**src/rtl/core/mfp_pkg.sv**
```systemverilog
`timescale 1ns / 1ps
`default_nettype none

package mfp_pkg;

   // size bound of one payload, bytes past it are not examined
   localparam int MAX_PACKET_BYTES = 32;
   localparam int POS_W = $clog2(MAX_PACKET_BYTES + 1);

   localparam logic [7:0] HDR_MAIN    = 8'hAA;
   localparam logic [7:0] HDR_ALT     = 8'h7E;
   localparam logic [7:0] TAIL_MARK   = 8'h55;
   localparam logic [7:0] TYPE_MOTION = 8'h01;

   // header offset codes, the middle two are the data start itself
   localparam logic [1:0] HOFF_UNDECIDED = 2'd0;
   localparam logic [1:0] HOFF_ONE       = 2'd1;
   localparam logic [1:0] HOFF_TWO       = 2'd2;
   localparam logic [1:0] HOFF_NONE      = 2'd3;

   typedef enum logic [2:0] {
      ST_OK         = 3'd0,
      ST_NO_HEADER  = 3'd1,
      ST_NO_TAIL    = 3'd2,
      ST_TOO_CLOSE  = 3'd3,
      ST_MISMATCH   = 3'd4,
      ST_WRONG_TYPE = 3'd5,
      ST_TOO_SHORT  = 3'd6
   } status_type;

   typedef struct packed {
      logic [7:0] byte_value;
      logic       last_byte;
   } req_payload_type;

   typedef struct packed {
      logic [2:0]         status;
      logic [7:0]         device_id;
      logic signed [15:0] linear_velocity;
      logic signed [15:0] angular_velocity;
      logic signed [15:0] linear_accel;
      logic signed [15:0] angular_accel;
      logic [7:0]         sequence_number;
   } rsp_payload_type;

endpackage

`default_nettype wire

```
**src/rtl/core/motion_frame_parser.sv**
```systemverilog
`timescale 1ns / 1ps
`default_nettype none

// motion frame parser: takes one payload byte per request, with last_byte
// marking the end of the payload, and gives one response per payload on its
// last byte. the response carries a status (ok, no header, no tail, checksum
// too close, mismatch, wrong type, too short) and, when ok, the device id, the
// four little-endian signed 16-bit motion values and the sequence number;
// these fields are zero for any other status. the header is 0xAA 0x7E or
// either byte alone, the tail is the first 0x55 at or after the data start,
// and the byte before the tail must be the 8-bit sum of the bytes from the
// data start up to it. bytes beyond mfp_pkg::MAX_PACKET_BYTES are ignored but
// their last_byte flag still closes the payload. throughput is one byte per
// clock: a byte is held in the request register, the frame state and the
// response are computed by a single compare/8-bit-add stage, and the response
// is loaded into the output register when the last byte is processed out of
// the request register. a stalled response blocks only a last byte behind it.
module motion_frame_parser (
   input  wire logic                     clock,
   input  wire logic                     reset,
   input  wire logic                     req_valid,
   output      logic                     req_stall,
   input  wire mfp_pkg::req_payload_type req_payload,
   output      logic                     rsp_valid,
   input  wire logic                     rsp_stall,
   output      mfp_pkg::rsp_payload_type rsp_payload
);

   localparam int POS_W = mfp_pkg::POS_W;
   localparam logic [POS_W-1:0] MAX_POS = POS_W'(mfp_pkg::MAX_PACKET_BYTES);

   // request register
   logic                     req_vld_ff;
   mfp_pkg::req_payload_type req_ff;

   // frame state
   logic [POS_W-1:0]    pos_ff, pos_in;
   logic [1:0]          hoff_ff, hoff_in;
   logic                tail_ff, tail_in;
   mfp_pkg::status_type chk_ff, chk_in;
   logic [7:0]          sum_ff, sum_in;
   logic [7:0]          prev_ff, prev_in;
   logic [7:0]          type_ff, type_in;
   logic [7:0]          dev_ff, dev_in;
   logic [15:0]         lv_ff, lv_in;
   logic [15:0]         av_ff, av_in;
   logic [15:0]         la_ff, la_in;
   logic [15:0]         aa_ff, aa_in;
   logic [7:0]          seq_ff, seq_in;

   // response register
   logic                     rsp_vld_ff;
   mfp_pkg::rsp_payload_type rsp_ff, rsp_in;

   logic proc_go;
   logic examine_en;
   logic [POS_W-1:0] off;
   logic [POS_W-1:0] rel;
   logic [7:0] b;
   mfp_pkg::status_type status;

   assign b = req_ff.byte_value;

   // a byte without last_byte never needs the response register
   assign proc_go   = req_vld_ff && (!req_ff.last_byte || !rsp_vld_ff || !rsp_stall);
   assign req_stall = req_vld_ff && !proc_go;

   // per-byte frame update
   always_comb begin
      pos_in  = pos_ff;
      hoff_in = hoff_ff;
      tail_in = tail_ff;
      chk_in  = chk_ff;
      sum_in  = sum_ff;
      prev_in = prev_ff;
      type_in = type_ff;
      dev_in  = dev_ff;
      lv_in   = lv_ff;
      av_in   = av_ff;
      la_in   = la_ff;
      aa_in   = aa_ff;
      seq_in  = seq_ff;
      examine_en = 1'b0;

      if (pos_ff < MAX_POS) begin
         if (pos_ff == '0) begin
            // header decision from the first byte
            if (b == mfp_pkg::HDR_MAIN) begin
               hoff_in = mfp_pkg::HOFF_UNDECIDED;
            end else if (b == mfp_pkg::HDR_ALT) begin
               hoff_in = mfp_pkg::HOFF_ONE;
            end else begin
               hoff_in = mfp_pkg::HOFF_NONE;
            end
         end else if (hoff_ff == mfp_pkg::HOFF_UNDECIDED) begin
            // 0xAA seen, a following 0x7E extends the header
            if (b == mfp_pkg::HDR_ALT) begin
               hoff_in = mfp_pkg::HOFF_TWO;
            end else begin
               hoff_in    = mfp_pkg::HOFF_ONE;
               examine_en = 1'b1;
            end
         end else if (hoff_ff != mfp_pkg::HOFF_NONE) begin
            examine_en = 1'b1;
         end
         pos_in = pos_ff + POS_W'(1);
      end

      off = POS_W'(hoff_in);
      rel = pos_ff - off;

      if (examine_en && pos_ff >= off) begin
         // field capture by position after the data start
         if (rel == POS_W'(0)) begin
            type_in = b;
         end else if (rel == POS_W'(1)) begin
            dev_in = b;
         end else if (rel <= POS_W'(3)) begin
            lv_in = rel[0] ? {b, lv_ff[7:0]} : {lv_ff[15:8], b};
         end else if (rel <= POS_W'(5)) begin
            av_in = rel[0] ? {b, av_ff[7:0]} : {av_ff[15:8], b};
         end else if (rel <= POS_W'(7)) begin
            la_in = rel[0] ? {b, la_ff[7:0]} : {la_ff[15:8], b};
         end else if (rel <= POS_W'(9)) begin
            aa_in = rel[0] ? {b, aa_ff[7:0]} : {aa_ff[15:8], b};
         end else if (rel == POS_W'(10)) begin
            seq_in = b;
         end

         // tail search and checksum verdict
         if (!tail_ff) begin
            if (b == mfp_pkg::TAIL_MARK) begin
               tail_in = 1'b1;
               if (pos_ff <= off + POS_W'(1)) begin
                  chk_in = mfp_pkg::ST_TOO_CLOSE;
               end else if (sum_ff != prev_ff) begin
                  chk_in = mfp_pkg::ST_MISMATCH;
               end else begin
                  chk_in = mfp_pkg::ST_OK;
               end
            end else begin
               if (pos_ff > off) begin
                  sum_in = sum_ff + prev_ff;
               end
               prev_in = b;
            end
         end
      end
   end

   // status in priority order, from the updated state
   always_comb begin
      if (hoff_in == mfp_pkg::HOFF_NONE) begin
         status = mfp_pkg::ST_NO_HEADER;
      end else if (hoff_in == mfp_pkg::HOFF_UNDECIDED || !tail_in) begin
         status = mfp_pkg::ST_NO_TAIL;
      end else if (chk_in != mfp_pkg::ST_OK) begin
         status = chk_in;
      end else if (type_in != mfp_pkg::TYPE_MOTION) begin
         status = mfp_pkg::ST_WRONG_TYPE;
      end else if (pos_in <= POS_W'(hoff_in) + POS_W'(10)) begin
         status = mfp_pkg::ST_TOO_SHORT;
      end else begin
         status = mfp_pkg::ST_OK;
      end

      rsp_in = '0;
      rsp_in.status = status;
      if (status == mfp_pkg::ST_OK) begin
         rsp_in.device_id        = dev_in;
         rsp_in.linear_velocity  = lv_in;
         rsp_in.angular_velocity = av_in;
         rsp_in.linear_accel     = la_in;
         rsp_in.angular_accel    = aa_in;
         rsp_in.sequence_number  = seq_in;
      end
   end

   // request register
   always_ff @(posedge clock) begin
      if (reset) begin
         req_vld_ff <= 1'b0;
      end else if (req_valid && !req_stall) begin
         req_vld_ff <= 1'b1;
      end else if (proc_go) begin
         req_vld_ff <= 1'b0;
      end
   end

   always_ff @(posedge clock) begin
      if (req_valid && !req_stall) begin
         req_ff <= req_payload;
      end
   end

   // frame control state, cleared again after each last byte
   always_ff @(posedge clock) begin
      if (reset || (proc_go && req_ff.last_byte)) begin
         pos_ff  <= '0;
         hoff_ff <= mfp_pkg::HOFF_UNDECIDED;
         tail_ff <= 1'b0;
         chk_ff  <= mfp_pkg::ST_OK;
         sum_ff  <= '0;
         prev_ff <= '0;
         type_ff <= '0;
      end else if (proc_go) begin
         pos_ff  <= pos_in;
         hoff_ff <= hoff_in;
         tail_ff <= tail_in;
         chk_ff  <= chk_in;
         sum_ff  <= sum_in;
         prev_ff <= prev_in;
         type_ff <= type_in;
      end
   end

   // captured fields, all rewritten before any ok status can show them
   always_ff @(posedge clock) begin
      if (proc_go) begin
         dev_ff <= dev_in;
         lv_ff  <= lv_in;
         av_ff  <= av_in;
         la_ff  <= la_in;
         aa_ff  <= aa_in;
         seq_ff <= seq_in;
      end
   end

   // response register
   always_ff @(posedge clock) begin
      if (reset) begin
         rsp_vld_ff <= 1'b0;
      end else if (proc_go && req_ff.last_byte) begin
         rsp_vld_ff <= 1'b1;
      end else if (!rsp_stall) begin
         rsp_vld_ff <= 1'b0;
      end
   end

   always_ff @(posedge clock) begin
      if (proc_go && req_ff.last_byte) begin
         rsp_ff <= rsp_in;
      end
   end

   assign rsp_valid   = rsp_vld_ff;
   assign rsp_payload = rsp_ff;

endmodule

`default_nettype wire
```
**config.mk**
```make
export PLATFORM = sky130hd
export DESIGN_NAME = motion_frame_parser
export DESIGN_NICKNAME = d
export VERILOG_FILES = /design/src/rtl/core/mfp_pkg.sv /design/src/rtl/core/motion_frame_parser.sv
export SDC_FILE = /design/constraint.sdc
export NUM_CORES = 1
export LEC_CHECK = 0
export ABC_AREA = 1
export BUFFER_PORTS_ARGS = -buffer_cell sky130_fd_sc_hd__buf_2
export CAP_MARGIN = 20
export CORE_MARGIN = 2
export CORE_UTILIZATION = 46
export CTS_CLUSTER_DIAMETER = 60
export DETAILED_ROUTE_END_ITERATION = 12
export GPL_ROUTABILITY_DRIVEN = 1
export PLACE_DENSITY = 0.68
export REMOVE_ABC_BUFFERS = 1
export SETUP_SLACK_MARGIN = 0.5
export SYNTH_ARGS = -nofsm -noshare
export SYNTH_HDL_FRONTEND = slang
export SYNTH_SLANG_ARGS = --single-unit
```
**constraint.sdc**
```tcl
create_clock -name clock -period 5.2 [get_ports clock]
set_input_delay 0.26 -clock clock [delete_from_list [all_inputs] [get_ports clock]]
set_output_delay 0.26 -clock clock [all_outputs]
set_load 0.005 [all_outputs]
```
* Yosys cells after proc, flatten, opt, wreduce, memory -nomap -nowiden
Index checks and enable logic that the tools add are counted.
W data, S select, Z words.
** Word-level totals
- Flip-flop bits (word level) :: 210
- Output and inout bits :: 85
- Word-level logic and storage cells :: 142
** Cells by class
- Add/sub/neg operators :: 5
- Magnitude comparators :: 9
- Eq/ne operators :: 10
- Multiplexer cells :: 68
- Bitwise logic cells :: 2
- Reductions and logical operators :: 24
** Operators with widths (count)
- $mux W16 :: 26
- $mux W8 :: 13
- $mux W3 :: 10
- $eq A8 B7 Y1 const B :: 2
- $le A6 B3 Y1 const B :: 2
- $logic_not A6 Y1 :: 2
- $mux W1 :: 12
- $mux W2 :: 6
- $add A8 B8 Y8 :: 1
- $eq A8 B8 Y1 const B :: 1
- $ne A8 B1 Y1 const B :: 1
- $ne A8 B8 Y1 :: 1
- $add A6 B1 Y6 const B :: 1
- $eq A6 B1 Y1 const B :: 1
- $eq A6 B4 Y1 const B :: 1
- $ge A6 B2 Y1 :: 1
- $gt A6 B2 Y1 :: 1
- $le A6 B2 Y1 const B :: 1
- $le A6 B3 Y1 :: 1
- $le A6 B4 Y1 const B :: 1
- $le A6 B5 Y1 :: 1
- $logic_not A1 Y1 :: 6
- $lt A6 B6 Y1 const B :: 1
- $mux W6 :: 1
- other kinds (15) :: 24

* Logic depth before layout (Yosys ltp)
- Depth after elaboration :: 16
- Mapped depth :: 28
- Gate-level depth less buffers :: 27

* Worst setup path after synthesis
Ideal clock, no wire load.
- Kind :: register to register
- From :: reg req_ff (netlist bit b[6])
- To :: reg rsp_ff (netlist bit rsp_payload[37]) (data pin)
- Arrival :: 3.391 ns
- Required time :: 4.940 ns
- Setup slack :: 1.549 ns
- Stages on the path, launching flop included :: 24
- Clock period less this slack :: 3.651 ns
- Path through :: edfxtp_1 -> inv_1 -> clkbuf_1 -> nand4_1 -> nor4_1 -> a32oi_1 -> ha_1 -> inv_1 -> fa_1 -> nor2_1 -> nand3_1 -> nor2_4 -> nand2_2 -> nand2_1 -> nand2_1 -> nand2_1 -> nor2_2 -> nand3_1 -> nand2_1 -> nand2_1 -> nor2_2 -> nand2_4 -> buf_6 -> nor2_1
** Between the ends
- Word-level cells in the longest chain between the ends :: 16
- Elaborated cells on any way between the ends :: 53
- Classes of those cells :: add/sub: 3; order compare: 6; eq/ne: 6; mux: 31; reduce/logical: 7
** RTL lines
- start, declared :: RTL line motion_frame_parser.sv:34 : mfp_pkg::req_payload_type req_ff;
- start signal, assigned :: RTL line motion_frame_parser.sv:192 : req_ff <= req_payload;
- $eq A8 B7 Y1 :: RTL line motion_frame_parser.sv:97 : if (b == mfp_pkg::HDR_ALT) begin
- $mux W2 :: RTL line motion_frame_parser.sv:97
- $mux W2 :: RTL line motion_frame_parser.sv:95 : end else if (hoff_ff == mfp_pkg::HOFF_UNDECIDED) begin
- $mux W2 (*) :: RTL line motion_frame_parser.sv:86 : if (pos_ff == '0) begin
- $mux W2 (*) :: RTL line motion_frame_parser.sv:85 : if (pos_ff < MAX_POS) begin
- via hoff_in[0] :: RTL line motion_frame_parser.sv:38 : logic [1:0] hoff_ff, hoff_in;
- $add A2 B1 Y3 :: RTL line motion_frame_parser.sv:134 : if (pos_ff <= off + POS_W'(1)) begin
- $le A6 B3 Y1 :: RTL line motion_frame_parser.sv:134
- $mux W3 :: RTL line motion_frame_parser.sv:134
- $mux W3 :: RTL line motion_frame_parser.sv:132 : if (b == mfp_pkg::TAIL_MARK) begin
- $mux W3 :: RTL line motion_frame_parser.sv:131 : if (!tail_ff) begin
- $mux W3 :: RTL line motion_frame_parser.sv:112 : if (examine_en && pos_ff >= off) begin
- $reduce_bool A3 Y1 :: RTL line motion_frame_parser.sv:157 : end else if (chk_in != mfp_pkg::ST_OK) begin
- $mux W3 :: RTL line motion_frame_parser.sv:157
- $mux W3 :: RTL line motion_frame_parser.sv:155 : end else if (hoff_in == mfp_pkg::HOFF_UNDECIDED || !tail_in) begin
- $mux W3 :: RTL line motion_frame_parser.sv:153 : if (hoff_in == mfp_pkg::HOFF_NONE) begin
- $logic_not A3 Y1 :: RTL line motion_frame_parser.sv:169 : if (status == mfp_pkg::ST_OK) begin
- end signal, assigned :: RTL line motion_frame_parser.sv:242 : rsp_ff <= rsp_in;
- end, declared :: RTL line motion_frame_parser.sv:53 : mfp_pkg::rsp_payload_type rsp_ff, rsp_in;
Mark *: on every way through the listed nets, which the timed path passes. The rest lies on a longest branch.
A chain may end at the register's enable or synchronous reset.

* Worst setup path in the final report
- From :: reg req_ff (netlist bit b[0])
- To :: reg rsp_ff (netlist bit rsp_payload[26]) (data pin)
** Between the ends
- Elaborated cells on any way between the ends :: 53
- Classes of those cells :: add/sub: 3; order compare: 6; eq/ne: 6; mux: 31; reduce/logical: 7
** RTL lines
- $eq A8 B7 Y1 :: RTL line motion_frame_parser.sv:90, motion_frame_parser.sv:97
- $mux W2 (on tied branches) :: RTL line motion_frame_parser.sv:97, motion_frame_parser.sv:90
- $mux W2 (on tied branches) :: RTL line motion_frame_parser.sv:95, motion_frame_parser.sv:88
- $mux W2 (*) :: RTL line motion_frame_parser.sv:86
- $mux W2 (*) :: RTL line motion_frame_parser.sv:85
- via hoff_in[1] :: RTL line motion_frame_parser.sv:38
- $sub A6 B2 Y6 :: RTL line motion_frame_parser.sv:110 : rel = pos_ff - off;
- $le A6 B3 Y1 :: RTL line motion_frame_parser.sv:122 : end else if (rel <= POS_W'(7)) begin
- $mux W16 :: RTL line motion_frame_parser.sv:122
- $mux W16 :: RTL line motion_frame_parser.sv:120 : end else if (rel <= POS_W'(5)) begin
- $mux W16 :: RTL line motion_frame_parser.sv:118 : end else if (rel <= POS_W'(3)) begin
- $mux W16 :: RTL line motion_frame_parser.sv:116 : end else if (rel == POS_W'(1)) begin
- $mux W16 :: RTL line motion_frame_parser.sv:114 : if (rel == POS_W'(0)) begin
- $mux W16 (*) :: RTL line motion_frame_parser.sv:112
- via la_in[2] :: RTL line motion_frame_parser.sv:47 : logic [15:0] la_ff, la_in;
Marked as above.

==> impl_metrics.csv <==
group,metric,value,unit
yosys,syn-instance-count,958,
status,status,"finished, final reports clean",
sta,post-route-period-util,0.829,
setup_path,regToRegStartpoint,"b[0]",
yosys,synth-seq-cells,210,
drt,route.detailed.drc,0,
sta,final_hold_viol_count,0,
sta,maxSlewViolCount,0,
yosys,synthArstFlopShare,0,
die,io_pins,98,
drt,via_per_inst,4.89,
setup_path,crit_path_end_kind,"flop",
drt,ant_nets,0,
run,drv_cap,0,
setup_path,crit_start,"b[0]",
sta,skew,0.0111,ns
die,core_area,20800,um^2
setup_path,slowest_stage,"edfxtp_1",
clocking,clock_path_buffers,3,
finish,final_nets,1111,
drt,drt-wirelength-per-cell,14.7,um
clocking,cts_root_buf,"clkbuf_16",
place,hpwl,12700,um
yosys,ys_warn_count,0,
global_route,track_usage,0.177,
drt,firstDrtPassIters,5,
global_route,grt_start_max_net_pins,66,
yosys,syn_avg_cell_area,10.1,um^2
yosys,synth-edff-count,172,
setup_path,path_class,"flop to flop",
clocking,cts_tree,"yes",
sta,tightestPinTransition,0.949,ns
setup_path,endpoint,"rsp_payload[26]",
setup_path,r2r-end,"rsp_payload[26]",
drt,wl,20100,um
clocking,cts.sinks,210,
sta,max-slew-margin-rel,0.365,
finish,insertedDiodeCount,0,
clocking,clkLatencyLatePin,0.49,ns
sta,finalSetupViolCount,0,
yosys,yosysSeqAreaShare,0.612,
sta,rsz0062_at_grt,"yes",
setup_path,cp.required,5.56,ns
power_and_ir_drop,powerDensity,338,nW/um^2
finish,drive_gt1_frac,0.223,
clocking,clk_pin_slew,0.06,ns
drt,vias,6686,
sta,fmax,0.232,GHz
power_and_ir_drop,p_leak,5.15,nW
min_path,hold_path_class,"input pin to flop",
global_route,grt_pass1_vias,6157,
place,io_buffer_count,97,
finish,final.fill_count,1828,
yosys,syn_area,9680,um^2
global_route,antenna_found_initial,0,
setup_path,cpMostUsedCell,"nand2_1",
finish,post-route-util,0.549,
setup_path,cpPeakStageDelay,0.52,ns
die,fp.dieW,149,um
die,dieArea,22200,um^2
global_route,overflow,0,
finish,area_growth,18.2,%
setup_path,path_cells,"inv_4 -> nand2_1 -> nor2_2 -> nand3_2 -> nand2_1 -> nand2_1 -> nand2_1 -> a21boi_1 -> inv_1 -> ha_1 -> nand2_1 -> nand3_1 -> nand2_2 -> nor2_4 -> inv_2 -> nor2_1 -> o21ai_1 -> inv_1 -> nand3_1 -> o21ai_0 -> inv_1 -> nor2_1",
yosys,ys_types,39,
die,rows,53,
place,place_congestion,0.899,
setup_path,worst-path-max-fanout,17,
clocking,htreeDepth,1,
yosys,ys.flop_type,"edfxtp_1",
power_and_ir_drop,irDropWorstVdd,0.190,mV
drt,drtIter0Drc,529,
die,initial_core_util,0.465,
setup_path,reg2reg_slack,0.89,ns
setup_path,cp.arrival,4.67,ns
sta,finalCriticalPeriod,4.31,ns
clocking,cts_buffers,22,
die,dieHeight,149,um
sta,fin_tns_setup,0,ns
setup_path,rr_worst_depth,22,
global_route,grt_pass1_wl,31500,um
setup_path,critPathLaunchType,"flop",
synth_stat cells (all sizes together) (2+ instances only):
library cell / n / area, um^2
nand4: 10 / 62.6
clkinv: 2 / 7.51
o21a: 12 / 90.1
xor2: 7 / 61.3
a21o: 2 / 15.0
o211ai: 8 / 60.1
nor2: 120 / 656
o21ai: 100 / 500
dfxtp: 38 / 761
edfxtp: 172 / 5160
ha: 19 / 238
o21bai: 2 / 15.0
nand2: 163 / 624
or2: 2 / 12.5
nand3: 28 / 163
inv: 185 / 694
a21oi: 39 / 199
nor4: 3 / 25.0
buf: 15 / 134
xnor2: 4 / 35.0
nor3: 6 / 30.0
clkbuf: 15 / 56.3
fa: 2 / 40.0
area by class of cell:
class                           count  area, um^2  area share
Clock buffer                       29         618      0.0541
Clock inverter                     10         176      0.0154
Inverter                          187         708      0.0619
Multi-Input combinational cell    533        2920       0.255
Sequential cell                   210        5930       0.518
Tap cell                          275         344      0.0301
Timing Repair Buffer              123         747      0.0653
worst max-delay path, delay by kind of cell (launching register included):
kind	cells	cell delay [ns]
simple gates	13	1.89
buf+inv	5	0.64
fa+ha+maj	1	0.33
compound gates	3	0.79
flops	1	0.52
cell families after synthesis:
logic type,share of synthesized area
AO/OA/AOI/OAI,0.0936
XOR/XNOR,0.00995
adder cells (fa/ha/maj),0.0287
buffers and inverters,0.0922
flip-flops,0.612
AND/OR/NAND/NOR,0.163
timing repair:
action                                 CTS  global route
endpoints found under the hold margin   10             0
pin swaps                                0             4
cloned                                   0             3
setup buffers                            0             4
gates resized for setup                  1            12
setup endpoints to repair               50           105
hold buffers                            10             0
report_power, final:
part	leakage (nW)	switching (W)	internal [W]
sequential	1.95	0.0000268	0.00187
clock	0.389	0.000625	0.00108
combinational	2.81	0.000177	0.0000844
total	5.15	0.000829	0.00304
layer usage:
metal,track usage,wire length [um],part of all wire
met2,0.284,9530,0.47
met5,0,0,0
met3,0.0229,929,0.046
met4,0.0567,392,0.020
met1,0.252,9250,0.46
through the flow:
stage	worst slack (ns)	instances	total power, W	hold WS [ns]	cell area, um^2
floorplan	0.227	928	0.00210	0.329	9490
global placement	0.585	1311	0.00218	0.438	10400
detailed placement	0.474	1311	0.00218	0.438	10400
CTS	0.533	1360	0.00390	0.0125	11300
global route	0.455	1367	0.00401	0.0196	11400
finish	0.888	1367	0.00387	0.0276	11400
registers in the layout, indices dropped and copies added (netlist names):
| signal | count |
|---|---|
| prev_ff | 8 |
| req_vld_ff | 1 |
| req_ff | 1 |
| lv_ff | 16 |
| chk_ff | 3 |
| dev_ff | 8 |
| hoff_ff | 2 |
| seq_ff | 8 |
| tail_ff | 1 |
| aa_ff | 16 |
| rsp_valid | 1 |
| sum_ff | 8 |
| la_ff | 16 |
| av_ff | 16 |
| pos_ff | 6 |
| rsp_payload | 83 |
| type_ff | 8 |
| b | 8 |
layout by cell type (no fill, tap or decap), drive strengths merged, types with 2 or more instances in the layout:
cell type      n
o21ai        100
inv          185
o21a          12
nand3         28
dlygate4sd3   10
o211ai         8
ha            19
clkinv         7
xnor2          4
a21oi         39
a21o           2
edfxtp       172
nor4           3
clkbuf        30
or2            2
bufinv         5
nor3           6
buf          112
nand2        164
nand4         10
fa             2
o21bai         2
nor2         121
dfxtp         38
xor2           7
worst min-delay path by stage:
stage / startpoint / to / cells past startpoint
6_report: req_valid / req_vld_ff / 3
5_1_grt: req_valid / req_vld_ff / 3
4_1_cts: req_valid / req_vld_ff / 3
3_5_place_dp: req_payload[0] / req_ff[0] / 1
3_3_place_gp: req_payload[0] / req_ff[0] / 1
2_1_floorplan: reset / req_vld_ff / 1
(Power assumes the default switching activity.)
